==> src/sv/cst_pkg.sv <==
// ----------------------------------------------------------------------------
// cst_pkg: shared types and codes of the connection slot table
// Command and status codes, channel payloads and the structs that travel
// between the table top level and its slot cells.
// ----------------------------------------------------------------------------
package cst_pkg;

  // command codes
  localparam logic [3:0] CMD_ASSIGN       = 4'd0;
  localparam logic [3:0] CMD_RELEASE      = 4'd1;
  localparam logic [3:0] CMD_BUTTONS      = 4'd2;
  localparam logic [3:0] CMD_LEFT_STICK   = 4'd3;
  localparam logic [3:0] CMD_RIGHT_STICK  = 4'd4;
  localparam logic [3:0] CMD_DPAD         = 4'd5;
  localparam logic [3:0] CMD_BATTERY      = 4'd6;
  localparam logic [3:0] CMD_QUERY_HANDLE = 4'd7;
  localparam logic [3:0] CMD_QUERY_PLAYER = 4'd8;

  // status codes
  localparam logic [1:0] ST_OK        = 2'd0;
  localparam logic [1:0] ST_FULL      = 2'd1;
  localparam logic [1:0] ST_NOT_FOUND = 2'd2;

  // input item
  typedef struct packed {
    logic [3:0]         command;
    logic [15:0]        conn_handle;
    logic [31:0]        button_bits;
    logic signed [15:0] stick_x;
    logic signed [15:0] stick_y;
    logic [7:0]         small_value;
    logic [1:0]         player_query;
  } cst_in_t;

  // result item
  typedef struct packed {
    logic [1:0]         status;
    logic [1:0]         player_number;
    logic [2:0]         active_count;
    logic [15:0]        found_handle;
    logic [31:0]        slot_buttons;
    logic signed [15:0] left_x;
    logic signed [15:0] left_y;
    logic signed [15:0] right_x;
    logic signed [15:0] right_y;
    logic [7:0]         dpad_code;
    logic [7:0]         battery_level;
  } cst_out_t;

  // lookup request, sampled by every cell at the input transfer
  typedef struct packed {
    logic        valid;
    logic        by_player;
    logic [15:0] handle;
    logic [1:0]  player;
  } cst_lookup_t;

  // command held for the execute cycle, broadcast to every cell
  typedef struct packed {
    logic [3:0]  command;
    logic [15:0] handle;
    logic [31:0] buttons;
    logic [15:0] stick_x;
    logic [15:0] stick_y;
    logic [7:0]  small_value;
  } cst_cmd_t;

  // slot contents as shown in a result, passed along the cell chain
  typedef struct packed {
    logic [1:0]  player;
    logic [15:0] handle;
    logic [31:0] buttons;
    logic [15:0] left_x;
    logic [15:0] left_y;
    logic [15:0] right_x;
    logic [15:0] right_y;
    logic [7:0]  dpad;
    logic [7:0]  battery;
  } cst_view_t;

endpackage

==> src/sv/cst_if.sv <==
// ----------------------------------------------------------------------------
// cst_in_if / cst_out_if: valid-ready channels of the connection slot table
// A transfer happens at a rising clock edge with valid and ready both high.
// ----------------------------------------------------------------------------
interface cst_in_if;
  logic             valid;
  logic             ready;
  cst_pkg::cst_in_t payload;

  modport source (output valid, output payload, input ready);
  modport sink   (input valid, input payload, output ready);
endinterface

interface cst_out_if;
  logic              valid;
  logic              ready;
  cst_pkg::cst_out_t payload;

  modport source (output valid, output payload, input ready);
  modport sink   (input valid, input payload, output ready);
endinterface

==> src/sv/cst_cell.sv <==
// ----------------------------------------------------------------------------
// cst_cell: one connection slot
// Holds one slot, registers its match against the incoming command, takes
// the claim token from its lower neighbor and ORs its contents onto the
// result bus when it is the first cell to claim the command.
// ----------------------------------------------------------------------------
module cst_cell #(
  parameter int unsigned PW = 2
) (
  input  logic                  clk_i,
  input  logic                  rst_ni,
  input  cst_pkg::cst_lookup_t  lookup_i,
  input  cst_pkg::cst_cmd_t     cmd_i,
  input  logic [PW-1:0]         next_player_i,
  input  logic                  commit_i,
  input  logic                  take_i,
  input  cst_pkg::cst_view_t    view_i,
  output logic                  take_o,
  output cst_pkg::cst_view_t    view_o
);

  localparam int unsigned MW = (PW > 2) ? PW : 2;

  logic          active_q;
  logic [15:0]   handle_q,  handle_d;
  logic [PW-1:0] player_q,  player_d;
  logic [31:0]   buttons_q, buttons_d;
  logic [31:0]   left_q,    left_d;
  logic [31:0]   right_q,   right_d;
  logic [15:0]   dpbat_q,   dpbat_d;
  logic          active_d;
  logic          match_q;
  logic          free_q;
  logic          want;
  logic          hit;
  logic [MW-1:0] player_ext;
  logic [MW-1:0] query_ext;
  logic [PW+1:0] shown_player;
  cst_pkg::cst_view_t view;

  // compare this slot against the lookup key
  assign player_ext = MW'(player_q);
  assign query_ext  = MW'(lookup_i.player);

  always_ff @(posedge clk_i or negedge rst_ni) begin
    if (!rst_ni) begin
      match_q <= 1'b0;
      free_q  <= 1'b0;
    end else if (lookup_i.valid) begin
      match_q <= active_q && (lookup_i.by_player ? (player_ext == query_ext)
                                                 : (handle_q == lookup_i.handle));
      free_q  <= !active_q;
    end
  end

  // claim the command if no lower cell has
  always_comb begin
    want = 1'b0;
    if (cmd_i.command == cst_pkg::CMD_ASSIGN) begin
      want = free_q;
    end else if (cmd_i.command >= cst_pkg::CMD_RELEASE &&
                 cmd_i.command <= cst_pkg::CMD_QUERY_PLAYER) begin
      want = match_q;
    end
  end

  assign hit    = want && !take_i;
  assign take_o = take_i || hit;

  // next slot contents for the claimed command
  always_comb begin
    active_d  = active_q;
    handle_d  = handle_q;
    player_d  = player_q;
    buttons_d = buttons_q;
    left_d    = left_q;
    right_d   = right_q;
    dpbat_d   = dpbat_q;
    case (cmd_i.command)
      cst_pkg::CMD_ASSIGN: begin
        active_d  = 1'b1;
        handle_d  = cmd_i.handle;
        player_d  = next_player_i;
        buttons_d = '0;
        left_d    = '0;
        right_d   = '0;
        dpbat_d   = '0;
      end
      cst_pkg::CMD_RELEASE: begin
        active_d  = 1'b0;
        handle_d  = '0;
        player_d  = '0;
        buttons_d = '0;
        left_d    = '0;
        right_d   = '0;
        dpbat_d   = '0;
      end
      cst_pkg::CMD_BUTTONS:     buttons_d = cmd_i.buttons;
      cst_pkg::CMD_LEFT_STICK:  left_d    = {cmd_i.stick_y, cmd_i.stick_x};
      cst_pkg::CMD_RIGHT_STICK: right_d   = {cmd_i.stick_y, cmd_i.stick_x};
      cst_pkg::CMD_DPAD:        dpbat_d   = {dpbat_q[15:8], cmd_i.small_value};
      cst_pkg::CMD_BATTERY:     dpbat_d   = {cmd_i.small_value, dpbat_q[7:0]};
      default: ;
    endcase
  end

  // update the slot when the command commits
  always_ff @(posedge clk_i or negedge rst_ni) begin
    if (!rst_ni) begin
      active_q  <= 1'b0;
      handle_q  <= '0;
      player_q  <= '0;
      buttons_q <= '0;
      left_q    <= '0;
      right_q   <= '0;
      dpbat_q   <= '0;
    end else if (commit_i && hit) begin
      active_q  <= active_d;
      handle_q  <= handle_d;
      player_q  <= player_d;
      buttons_q <= buttons_d;
      left_q    <= left_d;
      right_q   <= right_d;
      dpbat_q   <= dpbat_d;
    end
  end

  // show the slot after the command; a release shows it before clearing
  always_comb begin
    if (cmd_i.command == cst_pkg::CMD_RELEASE) begin
      shown_player = (PW + 2)'(player_q);
      view.handle  = handle_q;
      view.buttons = buttons_q;
      view.left_x  = left_q[15:0];
      view.left_y  = left_q[31:16];
      view.right_x = right_q[15:0];
      view.right_y = right_q[31:16];
      view.dpad    = dpbat_q[7:0];
      view.battery = dpbat_q[15:8];
    end else begin
      shown_player = (PW + 2)'(player_d);
      view.handle  = handle_d;
      view.buttons = buttons_d;
      view.left_x  = left_d[15:0];
      view.left_y  = left_d[31:16];
      view.right_x = right_d[15:0];
      view.right_y = right_d[31:16];
      view.dpad    = dpbat_d[7:0];
      view.battery = dpbat_d[15:8];
    end
    view.player = shown_player[1:0];
  end

  // merge onto the result bus
  assign view_o = hit ? (view_i | view) : view_i;

endmodule

==> src/sv/connection_slot_table_top.sv <==
// ----------------------------------------------------------------------------
// connection_slot_table_top: connection slot table keyed by handle
// A row of slot cells searched through a claim chain; assigns, releases,
// updates and queries slots one command at a time.
// ----------------------------------------------------------------------------
// Result path: the match register in each cell, then the claim chain into the
// result register; the execute step waits while an earlier result is not taken.
// A command executes before the next one is taken; the next command is taken
// while a result still waits to be transferred.
// Reset: asynchronous, clears every slot, the player counter and the count.
module connection_slot_table_top #(
  parameter int unsigned SLOT_COUNT = 4
) (
  input  logic      clk_i,
  input  logic      rst_ni,
  cst_in_if.sink    req_i,
  cst_out_if.source rsp_o
);

  localparam int unsigned PW = (SLOT_COUNT > 1) ? $clog2(SLOT_COUNT) : 1;
  localparam int unsigned CW = $clog2(SLOT_COUNT + 1);
  localparam logic [PW-1:0] LAST_PLAYER = PW'(SLOT_COUNT - 1);

  typedef enum logic [1:0] {
    S_IDLE = 2'b01,
    S_EXEC = 2'b10
  } state_e;

  state_e               state_q, state_d;
  cst_pkg::cst_cmd_t    cmd_q;
  cst_pkg::cst_lookup_t lookup;
  logic [PW-1:0]        next_player_q, next_player_d;
  logic [CW-1:0]        count_q, count_d;
  logic [CW+2:0]        count_ext;
  logic                 accept;
  logic                 commit;
  logic                 found;
  logic [1:0]           status;
  logic                 rsp_valid_q;
  cst_pkg::cst_out_t    rsp_q;
  logic                 take [SLOT_COUNT+1];
  cst_pkg::cst_view_t   view [SLOT_COUNT+1];

  // handshake
  assign req_i.ready   = (state_q == S_IDLE);
  assign accept        = req_i.valid && req_i.ready;
  assign commit        = (state_q == S_EXEC) && (!rsp_valid_q || rsp_o.ready);
  assign rsp_o.valid   = rsp_valid_q;
  assign rsp_o.payload = rsp_q;

  // sequence one command: accept, then execute
  always_comb begin
    state_d = state_q;
    case (state_q)
      S_IDLE: if (accept) state_d = S_EXEC;
      S_EXEC: if (commit) state_d = S_IDLE;
      default: state_d = S_IDLE;
    endcase
  end

  always_ff @(posedge clk_i or negedge rst_ni) begin
    if (!rst_ni) begin
      state_q <= S_IDLE;
    end else begin
      state_q <= state_d;
    end
  end

  // hold the command for the execute cycle
  always_ff @(posedge clk_i) begin
    if (accept) begin
      cmd_q.command     <= req_i.payload.command;
      cmd_q.handle      <= req_i.payload.conn_handle;
      cmd_q.buttons     <= req_i.payload.button_bits;
      cmd_q.stick_x     <= req_i.payload.stick_x;
      cmd_q.stick_y     <= req_i.payload.stick_y;
      cmd_q.small_value <= req_i.payload.small_value;
    end
  end

  // lookup key for the cells
  assign lookup.valid     = accept;
  assign lookup.by_player = (req_i.payload.command == cst_pkg::CMD_QUERY_PLAYER);
  assign lookup.handle    = req_i.payload.conn_handle;
  assign lookup.player    = req_i.payload.player_query;

  // row of slot cells
  assign take[0] = 1'b0;
  assign view[0] = '0;

  for (genvar g = 0; g < SLOT_COUNT; g++) begin : g_cell
    cst_cell #(
      .PW (PW)
    ) u_cell (
      .clk_i         (clk_i),
      .rst_ni        (rst_ni),
      .lookup_i      (lookup),
      .cmd_i         (cmd_q),
      .next_player_i (next_player_q),
      .commit_i      (commit),
      .take_i        (take[g]),
      .view_i        (view[g]),
      .take_o        (take[g+1]),
      .view_o        (view[g+1])
    );
  end

  assign found = take[SLOT_COUNT];

  // status, active count and player counter
  always_comb begin
    status        = cst_pkg::ST_OK;
    count_d       = count_q;
    next_player_d = next_player_q;
    if (cmd_q.command == cst_pkg::CMD_ASSIGN) begin
      if (!found) begin
        status = cst_pkg::ST_FULL;
      end else begin
        count_d       = count_q + CW'(1);
        next_player_d = (next_player_q == LAST_PLAYER) ? '0 : next_player_q + PW'(1);
      end
    end else if (cmd_q.command >= cst_pkg::CMD_RELEASE &&
                 cmd_q.command <= cst_pkg::CMD_QUERY_PLAYER) begin
      if (!found) begin
        status = cst_pkg::ST_NOT_FOUND;
      end else if (cmd_q.command == cst_pkg::CMD_RELEASE) begin
        count_d = count_q - CW'(1);
      end
    end
  end

  assign count_ext = (CW + 3)'(count_d);

  always_ff @(posedge clk_i or negedge rst_ni) begin
    if (!rst_ni) begin
      count_q       <= '0;
      next_player_q <= '0;
    end else if (commit) begin
      count_q       <= count_d;
      next_player_q <= next_player_d;
    end
  end

  // result register
  always_ff @(posedge clk_i or negedge rst_ni) begin
    if (!rst_ni) begin
      rsp_valid_q <= 1'b0;
    end else if (commit) begin
      rsp_valid_q <= 1'b1;
    end else if (rsp_o.ready) begin
      rsp_valid_q <= 1'b0;
    end
  end

  always_ff @(posedge clk_i) begin
    if (commit) begin
      rsp_q.status        <= status;
      rsp_q.player_number <= view[SLOT_COUNT].player;
      rsp_q.active_count  <= count_ext[2:0];
      rsp_q.found_handle  <= view[SLOT_COUNT].handle;
      rsp_q.slot_buttons  <= view[SLOT_COUNT].buttons;
      rsp_q.left_x        <= view[SLOT_COUNT].left_x;
      rsp_q.left_y        <= view[SLOT_COUNT].left_y;
      rsp_q.right_x       <= view[SLOT_COUNT].right_x;
      rsp_q.right_y       <= view[SLOT_COUNT].right_y;
      rsp_q.dpad_code     <= view[SLOT_COUNT].dpad;
      rsp_q.battery_level <= view[SLOT_COUNT].battery;
    end
  end

endmodule
==> src/flat_wrapper.sv <==
// flat-port wrapper written by rule: the top's interface ports become plain ports
module connection_slot_table_top_flat 
#(
  parameter int unsigned SLOT_COUNT = 4
)
  (clk_i, rst_ni, req_i_valid, req_i_payload, req_i_ready, rsp_o_valid, rsp_o_payload, rsp_o_ready);
  cst_in_if req_i_i ();
  cst_out_if rsp_o_i ();
  input  logic clk_i;
  input  logic rst_ni;
  input wire logic [$bits(req_i_i.valid)-1:0] req_i_valid;
  input wire logic [$bits(req_i_i.payload)-1:0] req_i_payload;
  output wire logic [$bits(req_i_i.ready)-1:0] req_i_ready;
  output wire logic [$bits(rsp_o_i.valid)-1:0] rsp_o_valid;
  output wire logic [$bits(rsp_o_i.payload)-1:0] rsp_o_payload;
  input wire logic [$bits(rsp_o_i.ready)-1:0] rsp_o_ready;
  assign req_i_i.valid = req_i_valid;
  assign req_i_i.payload = req_i_payload;
  assign req_i_ready = req_i_i.ready;
  assign rsp_o_valid = rsp_o_i.valid;
  assign rsp_o_payload = rsp_o_i.payload;
  assign rsp_o_i.ready = rsp_o_ready;
  connection_slot_table_top #(.SLOT_COUNT(SLOT_COUNT)) u_core (.clk_i(clk_i), .rst_ni(rst_ni), .req_i(req_i_i), .rsp_o(rsp_o_i));
endmodule
==> config.mk <==
export PLATFORM = sky130hd
export DESIGN_NAME = connection_slot_table_top_flat
export DESIGN_NICKNAME = d
export VERILOG_FILES = /design/src/sv/cst_pkg.sv /design/src/sv/cst_if.sv /design/src/sv/cst_cell.sv /design/src/sv/connection_slot_table_top.sv /design/src/flat_wrapper.sv
export SDC_FILE = /design/constraint.sdc
export NUM_CORES = 2
export LEC_CHECK = 0
export ABC_AREA = 1
export BUFFER_PORTS_ARGS = -buffer_cell sky130_fd_sc_hd__clkbuf_2
export CORE_ASPECT_RATIO = 2
export CORE_MARGIN = 5
export CORE_UTILIZATION = 30
export CTS_CLUSTER_DIAMETER = 60
export CTS_CLUSTER_SIZE = 10
export DETAILED_ROUTE_END_ITERATION = 10
export PLACE_DENSITY = 0.45
export SLEW_MARGIN = 5
export SYNTH_ARGS = -nofsm -noshare
export SYNTH_HDL_FRONTEND = slang
export SYNTH_SLANG_ARGS = --single-unit
export TNS_END_PERCENT = 30
==> constraint.sdc <==
create_clock -name clk_i -period 15.8 [get_ports clk_i]
set_clock_uncertainty 0.2 [all_clocks]
set_input_delay 1.58 -clock clk_i [delete_from_list [all_inputs] [get_ports clk_i]]
set_output_delay 1.58 -clock clk_i [all_outputs]
set_load 0.01 [all_outputs]
==> qor.yml <==
status: "complete, no violations"
grtUsageTotal: 0.183
layout.nets: 4893
clockBufferDepth: 3
synth_ff_type: "dfrtp_1"
p_leak_nw: 17.9
fin_crit_sh: 0.361
synth_area_leaders: "dfrtp_1 34%, edfxtp_1 17%, o21ai_0 15%"
yosysTopAreaCell: "dfrtp_1"
antenna_found_initial: 5
crit_arrival_ns: 6.04
max_freq_mhz: 175
drv_slew: 0
tightest_slew_ns: 1.16
initial_core_util: 0.301
core_um2: 131000
syn_nets: 4837
hold_viol: 0
grt_pass1_vias: 32900
final_util: 0.338
yosysSeqAreaShare: 0.516
setup_viol: 0
cts.clk_slew.worst_paths_ns: 0.06
layout_min_cycle_time_ns: 5.70
cts_tree: "done"
h-tree-depth: 3
die-width_um: 266
slew_headroom: 0.222
synth-async-reset-ratio: 0.704
fp.dieH_um: 522
worstPathRequired_ns: 16.14
num_rows: 188
synth_area_um2: 39400
finalWeightedCongestion: 0.783
hold_ws_ns: 0.277
viasPerCell: 5.09
powerDensity_nw_per_um2: 117
drive_gt1_frac: 0.109
wl_per_cell_um: 19.9
min_path_type: "flop to flop"
dpl.hpwl_um: 76100
drt_iter0_drc: 2387
synth_seq_cells: 767
post-cts-setup-buffer-count: 0
path_max_fanout: 84
yosysUniqueCellTypes: 44
clock_sinks: 767
synth_warnings: 0
post_cts_resized: 0
setup.worst_path.start_class: "flop"
hold_buffers: 0
rsz0062_at_grt: "false"
netlist.area_leader.share: 0.343
portBuffers: 234
syn_to_final_growth_pct: 12.4
cts_root_buffer: "clkbuf_16"
io_pins: 235
crit_path_end_kind: "flop"
synthCells: 4736
vias: 33500
avgSynthCellArea_um2: 8.31
drt.antenna.violating_nets: 0
dieArea_um2: 139000
path_class: "flop to flop"
tns_ns: 0
worstSkewPairLatency_ns: 0.69
drv_cap: 0
finalNonFillerCells: 6575
grt_pass1_wl_um: 200000
cts_buffers: 89
first_pass_iters: 6
grt_max_degree: 210
drc: 0
overflow: 0
wl_um: 131000
irDropWorstVdd_mv: 0.0739
place_inst: 6411
synth_enable_flop_cells: 227
==> flip-flops by register name, indices dropped and copies added, names as in the netlist, 8 cells and up <==
signal and cells:
u_core.cmd_q 92, u_core.g_cell.u_cell.right_q 128, u_core.g_cell.u_cell.buttons_q 128, u_core.g_cell.u_cell.dpbat_q 64
u_core.g_cell.u_cell.left_q 128, u_core.g_cell.u_cell.player_ext 8, u_core.rsp_o.payload 135, u_core.g_cell.u_cell.handle_q 64
==> synth_stat cells (5+ instances only) <==
cell type	n
o211ai_1	44
nor2_2	51
o2111ai_1	35
buf_2	98
o22ai_1	78
nor2_1	74
buf_1	11
o21bai_1	89
dfrtp_1	539
clkbuf_1	159
nor3_1	7
a21oi_2	65
buf_4	23
buf_6	21
nand2_1	914
o21ai_1	61
nand3_1	13
a21oi_1	299
edfxtp_1	227
nor2_4	5
o21a_1	14
xnor2_1	27
xor2_1	7
inv_2	5
inv_1	616
o21ai_0	1198
nand4_1	17
o21ai_2	5
==> report_power, final <==
part | switching, mW | total [mW] | internal (mW)
Combinational | 0.549 | 0.808 | 0.259
Clock | 0.872 | 1.96 | 1.09
Sequential | 0.106 | 2.40 | 2.29
==> cell usage in the layout (no fill, tap or decap), types with 5 or more instances in the layout <==
master and n:
clkbuf_16 92, inv_6 5, nand2_1 914, nor3_1 6, nand4_1 17, clkbuf_1 62, dfrtp_1 539, o21ai_1 61
nor2_1 69, a21oi_2 65, xnor2_1 27, xor2_1 7, clkbuf_2 233, o21ai_0 1196, a21oi_1 299, nand3_1 13
nor2_2 51, inv_1 613, o21a_1 14, buf_12 5, edfxtp_1 227, o22ai_1 78, o21bai_1 89, o2111ai_1 35
nor2_4 10, buf_4 38, o21ai_2 6, o211ai_1 44
==> per-stage QoR <==
step / setup slack, ns / cell area (µm²) / power (mW)
2_1_floorplan: 8.88 / 39400 / 2.98
3_3_place_gp: 9.98 / 41700 / 3.24
3_5_place_dp: 9.88 / 41700 / 3.25
4_1_cts: 9.89 / 44300 / 5.26
5_1_grt: 9.61 / 44300 / 5.46
6_report: 10.10 / 44300 / 5.17
==> worst paths after layout <==
path                                                   from                                   to  slack [ns]  depth (start not counted)
setup / recovery                           u_core.cmd_q[89]  u_core.g_cell[1].u_cell.right_q[25]       10.10                         11
setup reg to reg                           u_core.cmd_q[89]  u_core.g_cell[1].u_cell.right_q[25]       10.10                         11
max in group asynchronous                            rst_ni    u_core.g_cell[2].u_cell.left_q[4]       11.93                          4
min in group asynchronous                            rst_ni  u_core.g_cell[2].u_cell.handle_q[8]        0.72                          1
hold / removal             u_core.g_cell[3].u_cell.active_q       u_core.g_cell[3].u_cell.free_q        0.28                          1
hold reg to reg            u_core.g_cell[3].u_cell.active_q       u_core.g_cell[3].u_cell.free_q        0.28                          1
==> cell families after synthesis <==
| family | share of synthesized area |
|---|---|
| adder cells (fa/ha/maj) | 0.000953 |
| flip-flops | 0.516 |
| buffers and inverters | 0.0985 |
| AND/OR/NAND/NOR | 0.113 |
| AO/OA/AOI/OAI | 0.264 |
| XOR/XNOR | 0.00756 |
==> critical path, stage by stage, from the launching register on <==
cell	delay (ns)
edfxtp_1	0.50
nor2_4	0.08
nand2_4	0.12
inv_2	0.23
nand2_1	0.19
nand2_4	0.41
inv_4	0.54
nand2_8	0.59
nor2_4	0.82
buf_4	0.79
buf_4	0.80
o21ai_0	0.18
==> metal layers <==
| metal | part of all wire | track usage | vias to the layer above |
|---|---|---|---|
| li1 | - | - | 16000 |
| met1 | 0.41 | 0.226 | 16300 |
| met2 | 0.50 | 0.324 | 893 |
| met3 | 0.045 | 0.0225 | 219 |
| met4 | 0.040 | 0.0743 | 4 |
| met5 | 0.00026 | 0 | - |
==> layout make-up <==
class | instances | area, µm²
Fill cell | 13700 | 86500
Sequential cell | 767 | 20300
Multi-Input combinational cell | 3034 | 15300
Clock buffer | 155 | 2550
Inverter | 623 | 2350
Tap cell | 1710 | 2140
Timing Repair Buffer | 277 | 1570
Clock inverter | 6 | 60.1
Antenna cell | 3 | 7.51
Note: power is estimated with default switching activity, not from simulation.
